## src/hdl/skt_pkg.sv

```systemverilog
// Shared types and constants for the sorted key table.
// No dependencies; imported by skt_cell and sorted_key_table_core.
package skt_pkg;

    localparam int KEY_W   = 32;
    localparam int COUNT_W = 5;

    localparam logic signed [KEY_W-1:0] KEY_SENTINEL = 32'sh7FFF_FFFF;

    localparam logic [2:0] CMD_INSERT   = 3'd0;
    localparam logic [2:0] CMD_FIND     = 3'd1;
    localparam logic [2:0] CMD_DELETE   = 3'd2;
    localparam logic [2:0] CMD_READ_MIN = 3'd3;
    localparam logic [2:0] CMD_READ_MAX = 3'd4;

    typedef enum logic [1:0] {
        ST_OK      = 2'd0,
        ST_EMPTY   = 2'd1,
        ST_FULL    = 2'd2,
        ST_MISSING = 2'd3
    } status_t;

    typedef struct packed {
        logic                    do_insert;
        logic                    do_delete;
        logic signed [KEY_W-1:0] key;
    } cell_op_t;

endpackage

```

## src/hdl/skt_cell.sv

```systemverilog
// One compare-and-shift cell of the sorted key chain.
// Depends on skt_pkg for cell_op_t and KEY_W.
module skt_cell (
    input  logic                             clk,
    input  skt_pkg::cell_op_t                op,
    input  logic                             occupied,
    input  logic signed [skt_pkg::KEY_W-1:0] prev_key,
    input  logic                             prev_past,
    input  logic signed [skt_pkg::KEY_W-1:0] next_key,
    output logic signed [skt_pkg::KEY_W-1:0] key_q,
    output logic                             past,
    output logic                             hit
);
    import skt_pkg::*;

    logic signed [KEY_W-1:0] key_reg;
    logic signed [KEY_W-1:0] key_next;

    assign key_q = key_reg;
    assign past  = !occupied || !(key_reg < op.key);
    assign hit   = occupied && (key_reg == op.key) && !prev_past;

    always_comb
    begin
        key_next = key_reg;
        if (op.do_insert)
        begin
            if (prev_past)
                key_next = prev_key;
            else if (past)
                key_next = op.key;
        end
        else if (op.do_delete)
        begin
            if (past)
                key_next = next_key;
        end
    end

    always_ff @(posedge clk)
    begin
        key_reg <= key_next;
    end

endmodule

```

## src/hdl/sorted_key_table_core.sv

```systemverilog
// Top level of the sorted key table: command decode, chain of cells, result register.
// Depends on skt_pkg and skt_cell.
//
// Usage:
//   Command channel: cmd_valid / cmd_stall carry command and key. A transaction
//   completes at a rising edge with cmd_valid high and cmd_stall low.
//   Response channel: rsp_valid / rsp_stall carry status, value and count, one
//   response per command, in command order.
//   Response: registered; it appears in the cycle after its command is taken.
//   Throughput: one command per cycle while cmd_stall is low; every cell compares
//   its key with the command key, and cells past it shift on insert or delete.
//   Stall: while a response is held by rsp_stall, cmd_stall is raised and the
//   response payload holds until taken.
//   Reset: rst_n clears the entry count and the response valid; cell contents
//   are meaningless until written and are never shown, since the count marks
//   the end of the list.
//   count reports the entry count after the command, modulo 32.
module sorted_key_table_core #(
    parameter int CAPACITY = 16
) (
    input  logic                             clk,
    input  logic                             rst_n,
    input  logic                             cmd_valid,
    output logic                             cmd_stall,
    input  logic [2:0]                       command,
    input  logic signed [skt_pkg::KEY_W-1:0] key,
    output logic                             rsp_valid,
    input  logic                             rsp_stall,
    output logic [1:0]                       status,
    output logic signed [skt_pkg::KEY_W-1:0] value,
    output logic [skt_pkg::COUNT_W-1:0]      count
);
    import skt_pkg::*;

    localparam int CNT_W = $clog2(CAPACITY + 1);

    logic [CNT_W-1:0] count_reg, count_next;
    logic             rsp_valid_reg;
    status_t          status_reg, status_next;
    logic signed [KEY_W-1:0] value_reg, value_next;
    logic [COUNT_W-1:0]      rsp_count_reg;

    logic                    accept;
    logic                    found;
    logic                    is_full;
    logic                    is_empty;
    logic signed [KEY_W-1:0] largest;
    cell_op_t                op;

    logic signed [KEY_W-1:0] cell_key [CAPACITY];
    logic [CAPACITY-1:0]     occ;
    logic [CAPACITY-1:0]     past;
    logic [CAPACITY-1:0]     hit;
    logic [CAPACITY-1:0]     last;

    assign cmd_stall = rsp_valid_reg && rsp_stall;
    assign accept    = cmd_valid && !cmd_stall;
    assign is_full   = (count_reg == CNT_W'(CAPACITY));
    assign is_empty  = (count_reg == '0);
    assign found     = |hit;

    genvar gi;
    generate
        for (gi = 0; gi < CAPACITY; gi++)
        begin : g_cell
            logic signed [KEY_W-1:0] prev_key;
            logic                    prev_past;
            logic signed [KEY_W-1:0] next_key;

            assign occ[gi] = (CNT_W'(gi) < count_reg);

            if (gi == 0)
            begin : g_head
                assign prev_key  = '0;
                assign prev_past = 1'b0;
            end
            else
            begin : g_body
                assign prev_key  = cell_key[gi-1];
                assign prev_past = past[gi-1];
            end

            if (gi == CAPACITY - 1)
            begin : g_tail
                assign next_key = cell_key[gi];
                assign last[gi] = occ[gi];
            end
            else
            begin : g_inner
                assign next_key = cell_key[gi+1];
                assign last[gi] = occ[gi] && !occ[gi+1];
            end

            skt_cell u_cell (
                .clk       (clk),
                .op        (op),
                .occupied  (occ[gi]),
                .prev_key  (prev_key),
                .prev_past (prev_past),
                .next_key  (next_key),
                .key_q     (cell_key[gi]),
                .past      (past[gi]),
                .hit       (hit[gi])
            );
        end
    endgenerate

    always_comb
    begin
        largest = '0;
        for (int i = 0; i < CAPACITY; i++)
            largest = largest | (cell_key[i] & {KEY_W{last[i]}});
    end

    always_comb
    begin
        op.do_insert = 1'b0;
        op.do_delete = 1'b0;
        op.key       = key;
        count_next   = count_reg;
        status_next  = ST_OK;
        value_next   = key;
        unique case (command)
            CMD_INSERT:
            begin
                if (key == KEY_SENTINEL)
                    status_next = ST_MISSING;
                else if (is_full)
                    status_next = ST_FULL;
                else
                begin
                    op.do_insert = accept;
                    count_next   = count_reg + CNT_W'(1);
                end
            end
            CMD_FIND:
            begin
                if (!found)
                    status_next = ST_MISSING;
            end
            CMD_DELETE:
            begin
                if (found)
                begin
                    op.do_delete = accept;
                    count_next   = count_reg - CNT_W'(1);
                end
                else
                    status_next = ST_MISSING;
            end
            CMD_READ_MIN, CMD_READ_MAX:
            begin
                if (is_empty)
                begin
                    status_next = ST_EMPTY;
                    value_next  = '0;
                end
                else if (command == CMD_READ_MIN)
                    value_next = cell_key[0];
                else
                    value_next = largest;
            end
            default:
            begin
                status_next = ST_OK;
            end
        endcase
    end

    always_ff @(posedge clk or negedge rst_n)
    begin
        if (!rst_n)
        begin
            count_reg     <= '0;
            rsp_valid_reg <= 1'b0;
        end
        else
        begin
            if (accept)
            begin
                count_reg     <= count_next;
                rsp_valid_reg <= 1'b1;
            end
            else if (!rsp_stall)
                rsp_valid_reg <= 1'b0;
        end
    end

    always_ff @(posedge clk)
    begin
        if (accept)
        begin
            status_reg    <= status_next;
            value_reg     <= value_next;
            rsp_count_reg <= COUNT_W'(count_next);
        end
    end

    assign rsp_valid = rsp_valid_reg;
    assign status    = status_reg;
    assign value     = value_reg;
    assign count     = rsp_count_reg;

`ifndef ASSERT_OFF
    a_count_bound: assert property (@(posedge clk) disable iff (!rst_n)
        count_reg <= CNT_W'(CAPACITY))
        else $error("entry count beyond capacity");

    a_insert_grows: assert property (@(posedge clk) disable iff (!rst_n)
        (accept && command == CMD_INSERT && !is_full && key != KEY_SENTINEL)
        |=> (count_reg == $past(count_reg) + CNT_W'(1)))
        else $error("insert did not grow the table");

    a_find_keeps: assert property (@(posedge clk) disable iff (!rst_n)
        (accept && command == CMD_FIND) |=> (count_reg == $past(count_reg)))
        else $error("find changed the entry count");

    a_stall_cause: assert property (@(posedge clk) disable iff (!rst_n)
        cmd_stall |-> rsp_valid_reg)
        else $error("command stalled with no pending response");

    a_hit_single: assert property (@(posedge clk) disable iff (!rst_n)
        $onehot0(hit))
        else $error("more than one cell claims the first match");
`endif

endmodule
```

## config.mk

```make
export PLATFORM = sky130hd
export DESIGN_NAME = sorted_key_table_core
export DESIGN_NICKNAME = d
export VERILOG_FILES = /design/src/hdl/skt_pkg.sv /design/src/hdl/skt_cell.sv /design/src/hdl/sorted_key_table_core.sv
export SDC_FILE = /design/constraint.sdc
export NUM_CORES = 2
export LEC_CHECK = 0
export BUFFER_PORTS_ARGS = -buffer_cell sky130_fd_sc_hd__buf_2
export CORE_ASPECT_RATIO = 1.5
export CORE_UTILIZATION = 70
export DETAILED_ROUTE_END_ITERATION = 12
export GPL_TIMING_DRIVEN = 0
export PLACE_DENSITY = 0.89
export SLEW_MARGIN = 20
export SYNTH_ARGS = -nofsm -noshare
export SYNTH_HDL_FRONTEND = slang
export SYNTH_SLANG_ARGS = --single-unit
```

## constraint.sdc

```tcl
create_clock -name clk -period 9.1 [get_ports clk]
set_input_delay 0.455 -clock clk [delete_from_list [all_inputs] [get_ports clk]]
set_output_delay 0.455 -clock clk [all_outputs]
set_load 0.01 [all_outputs]
```

==> key figures, run 1 <==
Synthesis
  – Yosys cell types: 70
  – Fraction of registers with async set/reset: 0.0108
  – Average size of a mapped cell: 9.46 µm²
  – Mapped cell area: 42100 µm²
  – Ys flop type: edfxtp_1
  – Top cells by area, synth: edfxtp_1 (39%), ha_1 (15%), mux2i_1 (7.1%), o21ai_0 (6.2%), nand2_1 (5.6%)
  – Number of warnings issued by yosys: 0
  – EDFF count, synth: 551
  – Flops & latches, synth: 557
  – Sequential fraction of the synthesis area: 0.396
  – Syn Inst Count: 4453
  – Top-area cell type share of the netlist area: 0.393
  – Synth area leader: edfxtp_1
  – Post-Syn Nets: 5008

Floorplanning
  – Initial Utilization: 0.712
  – Vert. Die Dim: 302 µm
  – Die X: 202 µm
  – Row count: 109
  – Io pins: 80

CTS
  – Root Driver: clkbuf_16
  – Post-cts sizing count: 0
  – Clock Path Buffers: 3
  – Clk sinks: 557
  – Post-CTS Setup Inserts: 0
  – Total CTS buffers: 55
  – H-tree levels: 2

Global routing
  – Largest net degree at the start of global routing: 33
  – Grt ovf: 4
  – Global-route usage over all layers: 0.710
  – Number of global-route vias before repair: 44700
  – Global-route wire length before repair: 313 mm

Place
  – Final GP Congestion: 1.12
  – HPWL Detailed: 151 mm
  – # port buffers: 78
  – Post-DP Area: 44300 µm²

Status
  – Status: stopped before the end
  – Stopped at: 5_1_grt
  – Err: [ERROR GRT-0116] Global routing finished with congestion. Check the congestion regions in the DRC Viewer.
cell families after synthesis:
family	count (synthesis)	share of synthesized area
simple gates	1299	0.137
buf+inv	354	0.0321
xor+xnor	20	0.00416
mux	336	0.0809
flops	557	0.396
compound gates	1371	0.196
fa+ha+maj	516	0.153
Yosys cell counts (37+ instances only):
cell type / instances
inv_1: 70
nor2_1: 291
clkbuf_1: 259
mux2_2: 37
a31oi_1: 38
a21oi_1: 369
ha_1: 516
mux2i_1: 299
a221oi_1: 48
a222oi_1: 63
a22oi_1: 124
nand2_1: 626
nand3_1: 115
a21o_1: 69
edfxtp_1: 551
nand4_1: 110
o21ai_0: 526
per-stage QoR:
stage                     std cells  worst slack [ps]  utilization
after CTS                      5434              2570        0.779
after detailed placement       5334              1900        0.748
after global placement         5308               201        0.735
after floorplan                4453              3310            -
layer usage:
layer,GRT usage,overflow
met1,0.747,0
met2,0.934,1
met3,0.417,0
met4,0.765,3
met5,0.0691,0
timing repair:
action	in CTS
endpoints found under the setup margin	0
hold buffers	1
endpoints found under the hold margin	6
==> run 2: changes to the inputs <==
--- a/config.mk
+++ b/config.mk
@@ -6,11 +6,10 @@
 export NUM_CORES = 2
 export LEC_CHECK = 0
 export BUFFER_PORTS_ARGS = -buffer_cell sky130_fd_sc_hd__buf_2
-export CORE_ASPECT_RATIO = 1.5
-export CORE_UTILIZATION = 70
+export CORE_UTILIZATION = 40
 export DETAILED_ROUTE_END_ITERATION = 12
 export GPL_TIMING_DRIVEN = 0
-export PLACE_DENSITY = 0.89
+export PLACE_DENSITY_LB_ADDON = 0.15
 export SLEW_MARGIN = 20
 export SYNTH_ARGS = -nofsm -noshare
 export SYNTH_HDL_FRONTEND = slang
==> run 2 against run 1 <==
Compared with the run above:
- area after synthesis did not move
- the run now ends clean
- synthesized cell count unchanged
==> key figures, run 2 <==
Status
  – Status: finished, final reports clean

Floorplanning
  – Core Area: 104000 µm²
  – Full die area: 107000 µm²
  – Io pins: 80
  – Initial Utilization: 0.405
  – Die X: 327 µm
  – Vert. Die Dim: 327 µm
  – Row count: 118

Worst setup path
  – Critical path arrival: 8100 ps
  – Cell mode on critical path: buf_2
  – Critical Path Slowest Stage Cell: nor4b_1
  – Reg2Reg Launch Point: g_cell[1].u_cell.key_q[14]
  – Beginning of the critical path: key[15]
  – Sequence of cells on the critical path: buf_2 -> clkinv_1 -> ha_1 -> nand4_1 -> nor4_1 -> a21boi_0 -> o41ai_1 -> nor4b_1 -> mux2i_1 -> nand4_2 -> nor4_4 -> a21oi_2 -> nand2_2 -> buf_2 -> o22ai_4 -> buf_16
  – Crit Path Max Fanout: 22
  – CP bufs+invs: 4
  – Setup crit end kind: register
  – Setup CP Type: in2reg
  – Family with the most delay on the worst path: simple AND/OR/NAND/NOR gates
  – Crit path launch type: primary input
  – CP max stage delay: 890 ps
  – Worst path required time: 9500 ps

Synthesis
  – Ys flop type: edfxtp_1
  – Mapped cell area: 42100 µm²
  – Top cells by count, synth: nand2_1 (626), edfxtp_1 (551), o21ai_0 (526), ha_1 (516), a21oi_1 (369)
  – Average size of a mapped cell: 9.46 µm²
  – EDFF count, synth: 551
  – Flops & latches, synth: 557
  – Yosys cell types: 70
  – Syn Inst Count: 4453
  – Post-Syn Nets: 5008
  – Fraction of registers with async set/reset: 0.0108
  – Top-area cell type share of the netlist area: 0.393
  – Top cells by area, synth: edfxtp_1 (39%), ha_1 (15%), mux2i_1 (7.1%), o21ai_0 (6.2%), nand2_1 (5.6%)
  – Synth area leader: edfxtp_1
  – Most frequent cell after synthesis: nand2_1
  – Number of warnings issued by yosys: 0
  – Sequential fraction of the synthesis area: 0.396

Place
  – Final GP Congestion: 1.05
  – # port buffers: 78
  – HPWL Detailed: 162 mm
  – Post-DP Area: 45000 µm²

Global routing
  – Initial antenna violation count: 2
  – Global-route wire length before repair: 273 mm
  – Number of global-route vias before repair: 37300
  – Grt ovf: 0
  – Largest net degree at the start of global routing: 45
  – Global-route usage over all layers: 0.359

Power
  – Worst ir drop on vdd: 119 µV
  – Design Power: 10.1 mW
  – Clk pwr share: 0.297
  – Register share of total power: 0.314
  – P_leak: 18.6 nW
  – Power Dens Cells: 213 nW/µm²
  – Combinational power share: 0.390
  – Internal power: 5.94 mW
  – Sw Share: 0.411
  – Psw: 4.14 mW

STA
  – Final setup fails: 0
  – RSZ-0062 raised after global routing: no
  – Slew Limit Fails: 0
  – Fmax: 0.130 GHz
  – Fin. Hold Viols: 0
  – Fin crit period: 7700 ps
  – Slew @ Worst Pin: 1290 ps
  – Relative slew slack: 0.139
  – Final worst-path cycle share: 0.846
  – Fin Setup TNS: 0 ps
  – Clock Skew: 33.0 ps

CTS
  – Clock Path Buffers: 3
  – CTS tree: done
  – Post-cts sizing count: 0
  – Root Driver: clkbuf_16
  – Post-CTS Setup Inserts: 0
  – Worst skew pair latency: 680 ps
  – Clk sinks: 557
  – Clk slew on worst S/H paths: 50 ps
  – H-tree levels: 3
  – Total CTS buffers: 74
  – Cts-stage hold buffer count: 2

Route
  – Initial DRC Count: 6170
  – Drt drc: 0
  – Total number of vias: 39900
  – Antenna viol nets, final: 0
  – Initial DRT Pass Iterations: 10
  – Vias per cell: 6.57
  – DR WL/cell: 32.4 µm
  – Post-Route WL: 197 mm

Worst hold path
  – Worst min path class: in2reg
  – Hold wc startpoint: rsp_stall

Finish
  – Commonest non-fill, non-tap cell in the layout: nand2_1
  – Final Util: 0.456
  – Synth-to-layout area growth: 12.5%
  – Fillers: 10100
  – Max FFs per register: 512
  – Multi-input gate area: 24400 µm²
  – Area taken by flip-flops and latches: 16700 µm²
  – Fraction of layout cells with a size suffix above 1: 0.0638
  – Nets@finish: 5189
  – Final Cell Area: 47400 µm²
  – Most frequent cells in the layout: nand2_1 (626), edfxtp_1 (551), o21ai_0 (526), ha_1 (516), a21oi_1 (367)

Job
  – Maximum Capacitance Violations: 0
run 2: cell counts after synthesis:
Identical to the previous run, type by type.
run 2: path summary, 6_finish.rpt:
check                                                   to  depth (start not counted)  slack (ps)
worst max-delay path            g_cell[12].u_cell.key_q[8]                         16        1400
worst min-delay path                             rsp_valid                          3          50
worst max register to register  g_cell[12].u_cell.key_q[8]                         14        2100
worst min register to register                   rsp_valid                          2         530
max in group asynchronous                     count_reg[4]                          2        8780
min in group asynchronous                     count_reg[0]                          2         160
run 2: layout make-up:
type,instances,area share
Antenna cell,2,0.000106
Buffer,281,0.0228
Clock buffer,88,0.0402
Clock inverter,40,0.00889
Inverter,73,0.00591
Multi-Input combinational cell,3542,0.514
Sequential cell,557,0.352
Tap cell,1380,0.0364
Timing Repair Buffer,105,0.0196
run 2: layer usage:
layer	track usage	share of wire
met1	0.487	0.41
met2	0.549	0.43
met3	0.0832	0.11
met4	0.149	0.045
met5	0	0.000061
run 2: worst min-delay path, stage by stage:
cell	delay (ps)
buf_2	70
nand2_1	70
nand2b_1	80
run 2: through the flow:
stage          worst slack, ps  hold WS, ps  std cells
3_5_place_dp              1420          301       5936
6_report                  1400         53.2       6068
3_3_place_gp             -1030          299       5911
4_1_cts                   2030         41.5       6066
2_1_floorplan             3310          159       4453
5_1_grt                   1450          104       6066
run 2: power by group through the flow:
stage / logic [mW] / registers [mW] / clock network [mW]
finish: 3.93 / 3.16 / 2.99
floorplan: 2.29 / 3.13 / 0
global route: 4.08 / 3.16 / 3.08
global placement: 3.63 / 3.21 / 0
detailed placement: 3.73 / 3.20 / 0
CTS: 3.75 / 3.15 / 3.00
run 2: kinds of logic after synthesis:
| logic type | synth area share |
|---|---|
| AOI/OAI and AO/OA | 0.196 |
| and+or+nand+nor | 0.137 |
| buffers and inverters | 0.0321 |
| muxes | 0.0809 |
| xor gates and xnor gates | 0.00416 |
| DFF | 0.396 |
| adders and majority gates | 0.153 |
(Power assumes the default switching activity.)
